File: src/sv/pst_pkg.sv
`timescale 1ns / 1ps
// Package for the peer sync table: field widths, register codes and defaults.
// No dependencies; used by peer_sync_table_lru_top and its bench.
package pst_pkg;

  // Table geometry defaults
  localparam int unsigned TABLE_DEPTH_DEF = 16;
  localparam int unsigned KEY_BYTES_DEF   = 8;

  // Fixed field widths
  localparam int unsigned KEY_IN_W  = 64;
  localparam int unsigned VER_W     = 8;
  localparam int unsigned STAMP_W   = 32;
  localparam int unsigned CFG_W     = 32;
  localparam int unsigned SLOT_W    = 4;
  localparam int unsigned OCC_W     = 5;

  // Stream packing
  localparam int unsigned IN_FIELDS_W  = KEY_IN_W + VER_W + 1 + STAMP_W;
  localparam int unsigned IN_TDATA_W   = ((IN_FIELDS_W + 7) / 8) * 8;
  localparam int unsigned OUT_FIELDS_W = 1 + 1 + SLOT_W + OCC_W;
  localparam int unsigned OUT_TDATA_W  = ((OUT_FIELDS_W + 7) / 8) * 8;

  // Configuration port
  localparam int unsigned CFG_IDX_W = 2;

  typedef enum logic [CFG_IDX_W-1:0] {
    CFG_SUCCESS_BACKOFF = 2'd0,
    CFG_FAILED_BACKOFF  = 2'd1
  } cfg_idx_e;

  localparam logic [CFG_W-1:0] SUCCESS_BACKOFF_RST = 32'd60000;
  localparam logic [CFG_W-1:0] FAILED_BACKOFF_RST  = 32'd5000;

  typedef enum logic {
    REQ_DECIDE = 1'b0,
    REQ_RECORD = 1'b1
  } req_e;

endpackage

File: src/sv/pst_ram.sv
`timescale 1ns / 1ps
// Single-port-write, single-port-read synchronous RAM holding table entries.
// Read data is registered. No package dependency.
module pst_ram #(
  parameter int unsigned DEPTH = 16,
  parameter int unsigned WIDTH = 105
) (
  input  logic                     clk_i,
  input  logic                     we_i,
  input  logic [$clog2(DEPTH)-1:0] waddr_i,
  input  logic [WIDTH-1:0]         wdata_i,
  input  logic [$clog2(DEPTH)-1:0] raddr_i,
  output logic [WIDTH-1:0]         rdata_o
);

  logic [WIDTH-1:0] mem_q [DEPTH];
  logic [WIDTH-1:0] rdata_q;

  always_ff @(posedge clk_i) begin
    if (we_i) begin
      mem_q[waddr_i] <= wdata_i;
    end
    rdata_q <= mem_q[raddr_i];
  end

  assign rdata_o = rdata_q;

endmodule

File: src/sv/peer_sync_table_lru_top.sv
`timescale 1ns / 1ps
// Peer sync table with LRU replacement: top level, scan sequencer and output stage.
// Depends on pst_pkg and pst_ram.
//
//  Channel   | Direction | Handshake            | Payload
//  ----------+-----------+----------------------+-----------------------------------------
//  s_axis    | in        | tvalid / tready      | tuser: req_type; tdata: key, version, ...
//  m_axis    | out       | tvalid / tready      | tdata: connect, hit, slot, occupancy
//  cfg       | in        | cfg_we_i (no wait)   | cfg_idx_i selects register, cfg_wdata_i
//
// Each item runs through the scan, a drain, an evaluate/write-back and a result state
// before its result is loaded, and the next item is taken once the block is back in
// idle. The scan reads one entry per cycle from the single read port of the entry RAM.
// Reset clears the valid bits and the occupancy count and loads the backoff registers
// with their reset values at once; entry contents need no clearing pass. The input is taken
// only between items; a result waiting in the output register does not block acceptance,
// but the next result holds in the result state until the output register frees up.
module peer_sync_table_lru_top
  import pst_pkg::*;
#(
  parameter int unsigned TABLE_DEPTH = TABLE_DEPTH_DEF,
  parameter int unsigned KEY_BYTES   = KEY_BYTES_DEF
) (
  input  logic                   clk_i,
  input  logic                   rst_ni,
  // slave side
  input  logic                   s_axis_tvalid_i,
  output logic                   s_axis_tready_o,
  // [63:0] peer_key, [71:64] version, [72] sync_ok, [104:73] now_ms, rest zero
  input  logic [IN_TDATA_W-1:0]  s_axis_tdata_i,
  // [0] req_type
  input  logic                   s_axis_tuser_i,
  // master side
  output logic                   m_axis_tvalid_o,
  input  logic                   m_axis_tready_i,
  // [0] connect, [1] hit, [5:2] slot, [10:6] occupancy, rest zero
  output logic [OUT_TDATA_W-1:0] m_axis_tdata_o,
  // configuration write port
  input  logic                   cfg_we_i,
  input  logic [CFG_IDX_W-1:0]   cfg_idx_i,
  input  logic [CFG_W-1:0]       cfg_wdata_i
);

  localparam int unsigned IDX_W = $clog2(TABLE_DEPTH);
  localparam int unsigned CNT_W = $clog2(TABLE_DEPTH + 1);
  localparam int unsigned KEY_W = 8 * KEY_BYTES;
  localparam int unsigned ENT_W = KEY_W + VER_W + 1 + STAMP_W;
  localparam int unsigned PAD_W = OUT_TDATA_W - OUT_FIELDS_W;

  typedef enum logic [2:0] {
    ST_IDLE,
    ST_SCAN,
    ST_DRAIN,
    ST_EVAL,
    ST_RESP
  } state_e;

  state_e state_q;

  // Configuration registers
  logic [CFG_W-1:0] succ_bo_q, fail_bo_q;

  // Request fields, held for the whole item
  logic             req_q;
  logic [KEY_W-1:0] key_q;
  logic [VER_W-1:0] ver_q;
  logic             ok_q;
  logic [STAMP_W-1:0] now_q;

  // Table control state
  logic [TABLE_DEPTH-1:0] valid_q;
  logic [CNT_W-1:0]       cnt_q;

  // Scan pipeline
  logic [IDX_W-1:0] addr_q;
  logic [IDX_W-1:0] cmp_idx_q;
  logic             cmp_vld_q;

  // Scan results
  logic               hit_q;
  logic [IDX_W-1:0]   hit_idx_q;
  logic [VER_W-1:0]   m_ver_q;
  logic               m_ok_q;
  logic [STAMP_W-1:0] m_stamp_q;
  logic               empty_fnd_q;
  logic [IDX_W-1:0]   empty_idx_q;
  logic [STAMP_W-1:0] best_stamp_q;
  logic [IDX_W-1:0]   best_idx_q;

  // Evaluation results
  logic [STAMP_W-1:0] age_q;
  logic [CFG_W-1:0]   bo_q;
  logic               ver_ne_q;
  logic [IDX_W-1:0]   slot_q;

  // Output register
  logic                   m_valid_q;
  logic [OUT_TDATA_W-1:0] m_data_q;

  // RAM interface
  logic             ram_we;
  logic [IDX_W-1:0] ram_waddr;
  logic [ENT_W-1:0] ram_wdata;
  logic [IDX_W-1:0] ram_raddr;
  logic [ENT_W-1:0] ram_rdata;

  // Entry fields as read back from the RAM
  logic [KEY_W-1:0]   ent_key;
  logic [VER_W-1:0]   ent_ver;
  logic               ent_ok;
  logic [STAMP_W-1:0] ent_stamp;
  logic               ent_vld;

  logic             in_acc;
  logic             scan_last;
  logic [IDX_W-1:0] wr_idx;
  logic             resp_load;
  logic             connect;

  assign s_axis_tready_o = (state_q == ST_IDLE);
  assign in_acc          = s_axis_tvalid_i && s_axis_tready_o;
  assign scan_last       = (addr_q == IDX_W'(TABLE_DEPTH - 1));

  assign {ent_stamp, ent_ok, ent_ver, ent_key} = ram_rdata;
  assign ent_vld = valid_q[cmp_idx_q];

  // Matching entry first, else lowest empty slot, else the oldest stamp
  assign wr_idx = hit_q ? hit_idx_q : (empty_fnd_q ? empty_idx_q : best_idx_q);

  // Write back only after the scan has finished, so a read never meets a pending write
  assign ram_we    = (state_q == ST_EVAL) && (req_q == REQ_RECORD);
  assign ram_waddr = wr_idx;
  assign ram_wdata = {now_q, ok_q, ver_q, key_q};
  assign ram_raddr = addr_q;

  assign resp_load = (state_q == ST_RESP) && (!m_valid_q || m_axis_tready_i);
  assign connect   = (req_q == REQ_DECIDE) && (!hit_q || ver_ne_q || (age_q >= bo_q));

  pst_ram #(
    .DEPTH (TABLE_DEPTH),
    .WIDTH (ENT_W)
  ) u_ram (
    .clk_i   (clk_i),
    .we_i    (ram_we),
    .waddr_i (ram_waddr),
    .wdata_i (ram_wdata),
    .raddr_i (ram_raddr),
    .rdata_o (ram_rdata)
  );

  // Configuration writes; unknown indexes drop
  always_ff @(posedge clk_i or negedge rst_ni) begin
    if (!rst_ni) begin
      succ_bo_q <= SUCCESS_BACKOFF_RST;
      fail_bo_q <= FAILED_BACKOFF_RST;
    end else if (cfg_we_i) begin
      unique case (cfg_idx_i)
        CFG_SUCCESS_BACKOFF: succ_bo_q <= cfg_wdata_i;
        CFG_FAILED_BACKOFF:  fail_bo_q <= cfg_wdata_i;
        default: ;
      endcase
    end
  end

  // Sequencer: state, table control and the output valid flag
  always_ff @(posedge clk_i or negedge rst_ni) begin
    if (!rst_ni) begin
      state_q   <= ST_IDLE;
      valid_q   <= '0;
      cnt_q     <= '0;
      addr_q    <= '0;
      cmp_vld_q <= 1'b0;
      m_valid_q <= 1'b0;
    end else begin
      // a read issued during the scan is compared once its registered data returns
      cmp_vld_q <= (state_q == ST_SCAN);
      if (resp_load) begin
        m_valid_q <= 1'b1;
      end else if (m_valid_q && m_axis_tready_i) begin
        m_valid_q <= 1'b0;
      end
      unique case (state_q)
        ST_IDLE: begin
          addr_q <= '0;
          if (in_acc) begin
            state_q <= ST_SCAN;
          end
        end
        ST_SCAN: begin
          // issue one read per cycle
          if (scan_last) begin
            state_q <= ST_DRAIN;
          end else begin
            addr_q <= addr_q + 1'b1;
          end
        end
        ST_DRAIN: begin
          state_q <= ST_EVAL;
        end
        ST_EVAL: begin
          if (req_q == REQ_RECORD) begin
            valid_q[wr_idx] <= 1'b1;
            // an eviction reuses a valid slot and leaves the count alone
            if (!hit_q && empty_fnd_q) begin
              cnt_q <= cnt_q + 1'b1;
            end
          end
          state_q <= ST_RESP;
        end
        ST_RESP: begin
          if (resp_load) begin
            state_q <= ST_IDLE;
          end
        end
        default: state_q <= ST_IDLE;
      endcase
    end
  end

  // Payload registers
  always_ff @(posedge clk_i) begin
    if (in_acc) begin
      req_q        <= s_axis_tuser_i;
      key_q        <= s_axis_tdata_i[KEY_W-1:0];
      ver_q        <= s_axis_tdata_i[KEY_IN_W +: VER_W];
      ok_q         <= s_axis_tdata_i[KEY_IN_W + VER_W];
      now_q        <= s_axis_tdata_i[KEY_IN_W + VER_W + 1 +: STAMP_W];
      hit_q        <= 1'b0;
      hit_idx_q    <= '0;
      empty_fnd_q  <= 1'b0;
      empty_idx_q  <= '0;
      best_stamp_q <= '1;
      best_idx_q   <= '0;
    end
    if (state_q == ST_SCAN) begin
      cmp_idx_q <= addr_q;
    end
    if (cmp_vld_q) begin
      // first valid match wins
      if (ent_vld && (ent_key == key_q) && !hit_q) begin
        hit_q     <= 1'b1;
        hit_idx_q <= cmp_idx_q;
        m_ver_q   <= ent_ver;
        m_ok_q    <= ent_ok;
        m_stamp_q <= ent_stamp;
      end
      if (!ent_vld && !empty_fnd_q) begin
        empty_fnd_q <= 1'b1;
        empty_idx_q <= cmp_idx_q;
      end
      // strict compare keeps the lowest index on ties
      if (ent_vld && (ent_stamp < best_stamp_q)) begin
        best_stamp_q <= ent_stamp;
        best_idx_q   <= cmp_idx_q;
      end
    end
    if (state_q == ST_EVAL) begin
      age_q    <= now_q - m_stamp_q;
      bo_q     <= m_ok_q ? succ_bo_q : fail_bo_q;
      ver_ne_q <= (m_ver_q != ver_q);
      if (req_q == REQ_RECORD) begin
        slot_q <= wr_idx;
      end else begin
        slot_q <= hit_q ? hit_idx_q : '0;
      end
    end
    if (resp_load) begin
      m_data_q <= {{PAD_W{1'b0}}, OCC_W'(cnt_q), SLOT_W'(slot_q), hit_q, connect};
    end
  end

  assign m_axis_tvalid_o = m_valid_q;
  assign m_axis_tdata_o  = m_data_q;

  // The fill count tracks the valid bits exactly
  a_cnt_matches_valid: assert property (@(posedge clk_i) disable iff (!rst_ni)
    $countones(valid_q) == 32'(cnt_q))
    else $error("occupancy count out of step with valid bits");

  // Occupancy grows by at most one per cycle and never shrinks
  a_cnt_step: assert property (@(posedge clk_i) disable iff (!rst_ni)
    1'b1 |=> (cnt_q == $past(cnt_q)) || (cnt_q == $past(cnt_q) + 1'b1))
    else $error("occupancy moved by more than one");

  // Compare data only arrives during the scan or the drain that follows it
  a_cmp_in_scan: assert property (@(posedge clk_i) disable iff (!rst_ni)
    cmp_vld_q |-> (state_q == ST_SCAN) || (state_q == ST_DRAIN))
    else $error("compare data outside scan");

  // A record always leaves its slot valid
  a_record_valid: assert property (@(posedge clk_i) disable iff (!rst_ni)
    ram_we |=> valid_q[$past(wr_idx)])
    else $error("record left its slot invalid");

  // A record never answers connect
  a_record_no_connect: assert property (@(posedge clk_i) disable iff (!rst_ni)
    (resp_load && (req_q == REQ_RECORD)) |=> !m_axis_tdata_o[0])
    else $error("record answered connect");

endmodule

File: config.mk
export PLATFORM = sky130hd
export DESIGN_NAME = peer_sync_table_lru_top
export DESIGN_NICKNAME = d
export VERILOG_FILES = /design/src/sv/pst_pkg.sv /design/src/sv/pst_ram.sv /design/src/sv/peer_sync_table_lru_top.sv
export SDC_FILE = /design/constraint.sdc
export NUM_CORES = 2
export LEC_CHECK = 0
export ABC_AREA = 1
export BUFFER_PORTS_ARGS = -buffer_cell sky130_fd_sc_hd__buf_2
export CORE_UTILIZATION = 60
export CTS_BUF_LIST = sky130_fd_sc_hd__clkbuf_16
export CTS_CLUSTER_DIAMETER = 50
export DETAILED_ROUTE_END_ITERATION = 10
export GPL_ROUTABILITY_DRIVEN = 1
export PLACE_DENSITY = 0.83
export SKIP_CTS_REPAIR_TIMING = 1
export SLEW_MARGIN = 15
export SYNTH_ARGS = -nofsm -noshare
export SYNTH_HDL_FRONTEND = slang
export SYNTH_HIERARCHICAL = 1
export SYNTH_SLANG_ARGS = --single-unit
File: constraint.sdc
create_clock -name clk_i -period 18.4 [get_ports clk_i]
set_input_delay 3.68 -clock clk_i [delete_from_list [all_inputs] [get_ports clk_i]]
set_output_delay 3.68 -clock clk_i [all_outputs]
set_load 0.02 [all_outputs]
* Word level (Yosys, flattened, before mapping) *
Memories as Yosys holds them, arrays and structs flattened. A register that Yosys moved wholly into a read port is not among the register bits.
Index checks and enable logic that the tools add are counted.

word-level totals
  flip-flop bits (word level) = 371
  RAM bits = 1,680
  input port bits = 152
  memories = 1

memory list
  name         words  width  rd ports  clocked after Yosys merged registers in  write ports  RTL line       RTL
  u_ram.mem_q  16     105    1         1                                        1            pst_ram.sv:16  logic [WIDTH-1:0] mem_q [DEPTH];

cells by class
  $add $sub $neg = 3
  magnitude comparators = 5
  equality and inequality tests = 12
  mux-type cells = 37
  bitwise gates (word level) = 2
  reductions and logical operators = 29

operators with widths
  operator               number
  $mux W32               4
  $eq A64 B64 Y1         1
  $mux W4                14
  $ge A32 B32 Y1         1
  $lt A32 B32 Y1         1
  $sub A32 B32 Y32       1
  $or A16 B16 Y16        1
  $pmux W3 S5            1
  $mux W1                12
  $logic_and A1 B1 Y1    11
  $lt A4 B5 Y1 const B   2
  $reduce_and A2 Y1      5
  $mux W3                3
  $ne A8 B8 Y1           1
  $pmux W4 S2            1
  $eq A3 B2 Y1 const B   2
  $ne A2 B2 Y1 const B   3
  $reduce_and A3 Y1      2
  $add A5 B1 Y5 const B  1
  $add A4 B1 Y4 const B  1
  $bmux W1 S4            1
  $demux W1 S4           1
  $eq A4 B4 Y1 const B   1
  $ge A4 B1 Y1 const B   1
  other kinds (10)       16

* Depth between registers and ports, before layout *
  word-level depth = 7
  gate-level depth with buffers = 15
  gate-level depth less buffers = 15

* Modules after synthesis *
The synthesis kept the hierarchy.

modules (own cells, without submodules)
  module                   times used  cells an instance  area an instance (sq um)
  pst_ram                  1           6,890              73,907.1
  peer_sync_table_lru_top  1           2,069              18,621.6

* Worst setup path after synthesis *
OpenSTA, ideal clock, no wires.

  path type = in2reg
  start = in s_axis_tvalid_i
  end = reg best_stamp_q[0]
  data arrival time = 6.389 ns
  setup slack = 11.952 ns
  stages on the path = 5
  buffers on the path = 0
  cell sequence = nand2_1 inv_1 or2_2 nand2_1 nand2_1

between the ends
  word-level cells in the longest chain between the ends = 4

RTL lines
  what                     RTL line                        RTL
  start: declaration       peer_sync_table_lru_top.sv:27   input logic s_axis_tvalid_i,
  $logic_and A1 B1 Y1 (*)  peer_sync_table_lru_top.sv:121  assign in_acc = s_axis_tvalid_i && s_axis_tready_o;
  via in_acc               peer_sync_table_lru_top.sv:114  logic in_acc;
  $mux W32 (*)             peer_sync_table_lru_top.sv:222  if (in_acc) begin
  $mux W32                 peer_sync_table_lru_top.sv:252  if (ent_vld && (ent_stamp < best_stamp_q)) begin
  $mux W32 (*)             peer_sync_table_lru_top.sv:238  if (cmp_vld_q) begin
  end signal: assignment   peer_sync_table_lru_top.sv:253  best_stamp_q <= ent_stamp;
  end: declaration         peer_sync_table_lru_top.sv:87   logic [STAMP_W-1:0] best_stamp_q;

The timed path passes the listed nets; every way through them passes the cells marked *.
A chain may end at the register's enable or synchronous reset.

* Final worst setup path *
  start = reg state_q[2]
  end = out s_axis_tready_o

between the ends
  word-level cells in the longest chain between the ends = 1

RTL lines
  what                      RTL line                        RTL
  start: declaration        peer_sync_table_lru_top.sv:58   state_e state_q;
  start signal: assignment  peer_sync_table_lru_top.sv:168  state_q <= ST_IDLE;
  start signal: assignment  peer_sync_table_lru_top.sv:186  state_q <= ST_SCAN;
  start signal: assignment  peer_sync_table_lru_top.sv:192  state_q <= ST_DRAIN;
  $logic_not A3 Y1          peer_sync_table_lru_top.sv:120  assign s_axis_tready_o = (state_q == ST_IDLE);
  end: declaration          peer_sync_table_lru_top.sv:28   output logic s_axis_tready_o,

Every way passes these cells.

==> impl_metrics.tcl <==
set metrics [dict create \
    clk_latency_ns 0.85 \
    fin_util 0.666 \
    critPathBufInv 2 \
    fin_area_um2 101000 \
    crit_family "flip-flops" \
    die_w_um 395 \
    synth_cell_types 47 \
    path_class "register to primary output" \
    postSynthCellCount 8959 \
    relSlewSlack 0.149 \
    fmax_mhz 182 \
    cts_tree "yes" \
    synth-compound-area-share 0.0124 \
    synth_top_cell_by_area "edfxtp_1" \
    fin_total_pwr_w 0.0140 \
    synth.area.top_cells "edfxtp_1, nand2_1, nand3_1, inv_1, dfxtp_1" \
    vias_per_cell 5.74 \
    p_leak_nw 44.4 \
    synth-simple-area-share 0.199 \
    drive_gt1_frac 0.0675 \
    synthAdderAreaFrac 0.0132 \
    max-cap-violations 0 \
    synth_area_um2 92500 \
    nFillCells 10300 \
    worstSetupStartpointType "register" \
    hold_viol_final 0 \
    finClkSkew_ns 0.0552 \
    num_rows 143 \
    netlist.area_leader.share 0.620 \
    dpl.cell_count 10800 \
    antenna_found_initial 5 \
    synth_edf_count 1911 \
    port_buffers 157 \
    setup_viol 0 \
    drt_drc_violations_left 0 \
    drt_wl_total_um 233000 \
    drtAntennaViolNets 0 \
    grt_pass1_vias 64100 \
    fin_crit_sh 0.299 \
    ys_warn_count 6 \
    ios 170 \
    clock-root-buffer "clkbuf_16" \
    via_count 64500 \
    post-synth-top-count-cell "nand2_1" \
    grtUsageTotal 0.297 \
    finalNonFillerCells 11200 \
    synth_xor_area_frac 0.00398 \
    path_clk_slew_ns 0.06 \
    worstMarginPinSlew_ns 1.28 \
    syn_avg_cell_area_um2 10.3 \
    grt_pass1_wl_um 355000 \
    finalWeightedCongestion 0.904 \
    multi_input_area_um2 21700 \
    required_ns 14.72 \
    placed_area_um2 94500 \
    clkSinkCount 2156 \
    seq_area_frac_synth 0.678 \
    die_area_um2 156000 \
    drtIter0Drc 8054 \
    grt_max_degree 242 \
    hpwl_um 121000 \
    initial_core_util 0.607 \
    synth_seq_cells 2156 \
    async_flop_share 0.0436 \
    core-area_um2 152000 \
    drt-wirelength-per-cell_um 20.8 \
    die_y_um 395 \
    regArea_um2 62800 \
    cp_slowest_stage_delay_ns 0.40 \
    synth_top_family_by_area "simple AND/OR/NAND/NOR gates" \
    drtPass1Iterations 9 \
    synth_common_cells "nand2_1, edfxtp_1, inv_1, nand3_1, buf_2" \
    arrival_ns 1.83 \
    maxSlewViolCount 0 \
    cpMostUsedCell "nor2_1" \
    ir_drop_mv 0.130 \
    synth_ff_type "edfxtp_1" \
    htreeDepth 4 \
    nNetsFinal 9262 \
    min_period_ns 5.51 \
    worstPathMaxFanout 3 \
    cp_cell_sequence "nor2_1 > inv_1 > nor2_1 > buf_2" \
    cts_max_path_buffers 3 \
    critPathCaptureType "primary output" \
    grt-ovfl-total 0 \
    synth.area.mux_share 0.00402 \
    cts_inserted_buffers 209 \
    crit_slowest_cell "dfrtp_1" \
    setup-tns-final_ns 0 \
    rsz0062_at_grt "no" \
    p_per_area_nw_per_um2 138 \
    hp-class "register to register" \
    syn_to_final_growth_pct 9.64 \
    antennaDiodeCount 0 \
    status "finished, final reports clean" \
]
-- power breakdown --
part / total [W] / internal (W) / switching [W]
clock network: 0.00426 / 0.00240 / 0.00187
logic: 0.00336 / 0.000972 / 0.00239
registers: 0.00638 / 0.00595 / 0.000427
total: 0.0140 / 0.00932 / 0.00468
-- cells in the final DEF (no fill, tap or decap), types with 6 or more instances in the layout --
cell          n
or2_2         8
inv_6        10
buf_2       156
o21bai_1      9
buf_4        60
a21oi_1      64
clkbuf_16   213
o21ai_0     118
ha_1         96
nand4_1      19
edfxtp_1   1911
xor2_1       21
bufinv_16    20
nand2_1    2836
nand3_1    1359
xnor2_1      21
nor3_1       13
inv_8         7
dfrtp_1      78
buf_12        9
inv_1      1650
nor2_4       17
a21o_1        6
mux2_2       33
o211ai_1      9
nor2_1      135
clkinv_2     43
clkinv_1     50
dfstp_2      12
and2_1        6
dfxtp_1     151
-- sequential cells by signal, summed over array words and instances (netlist names), 3 cells and up --
name,cells
addr_q,4
age_q,32
best_idx_q,4
best_stamp_q,32
bo_q,32
cmp_idx_q,4
cnt_q,5
empty_idx_q,4
fail_bo_q,32
hit_idx_q,4
key_q,64
m_axis_tdata_o,11
m_stamp_q,32
m_ver_q,8
now_q,32
slot_q,4
state_q,3
succ_bo_q,32
u_ram/mem_q,1680
u_ram/rdata_o,105
valid_q,16
ver_q,8
-- per-stage QoR --
stage / hold slack, ns / setup WS, ns
global route: 0.406 / 12.74
floorplan: 0.386 / 11.95
finish: 0.392 / 12.89
CTS: 0.384 / 12.84
detailed placement: 0.389 / 12.23
global placement: 0.387 / 12.25
-- final cells by class --
| type | instances | share of cell area |
|---|---|---|
| sequential | 2156 | 0.619 |
| clock buffer | 213 | 0.0525 |
| tap | 2030 | 0.0250 |
| timing repair buffer | 226 | 0.0140 |
| clock inverter | 184 | 0.0155 |
| multi-input combinational | 4803 | 0.214 |
| inverter | 1617 | 0.0602 |
-- cell families after synthesis --
kind of cell | after synthesis
other cells | 1
mux | 33
flops | 2156
xor+xnor | 42
simple gates | 4412
compound gates | 214
buf+inv | 2004
fa+ha+maj | 97
-- worst paths after layout --
path | from | cells after the start | slack, ns | to
max | state_q[2] | 4 | 12.89 | s_axis_tready_o
min | u_ram/rdata_o[70] | 0 | 0.39 | m_ver_q[6]
max reg2reg | hit_q | 8 | 13.13 | u_ram/mem_q[7][89]
min reg2reg | u_ram/rdata_o[70] | 0 | 0.39 | m_ver_q[6]
max in group asynchronous | rst_ni | 2 | 14.48 | succ_bo_q[1]
min in group asynchronous | rst_ni | 1 | 2.83 | fail_bo_q[29]
-- metal layers --
metal / up-vias / share of wire / GRT usage
li1: 29000 / - / -
met1: 30400 / 0.35 / 0.369
met2: 4155 / 0.48 / 0.496
met3: 903 / 0.11 / 0.0568
met4: 6 / 0.053 / 0.157
met5: - / 0.00018 / 0
No activity file was read; power rests on OpenSTA's default activity.
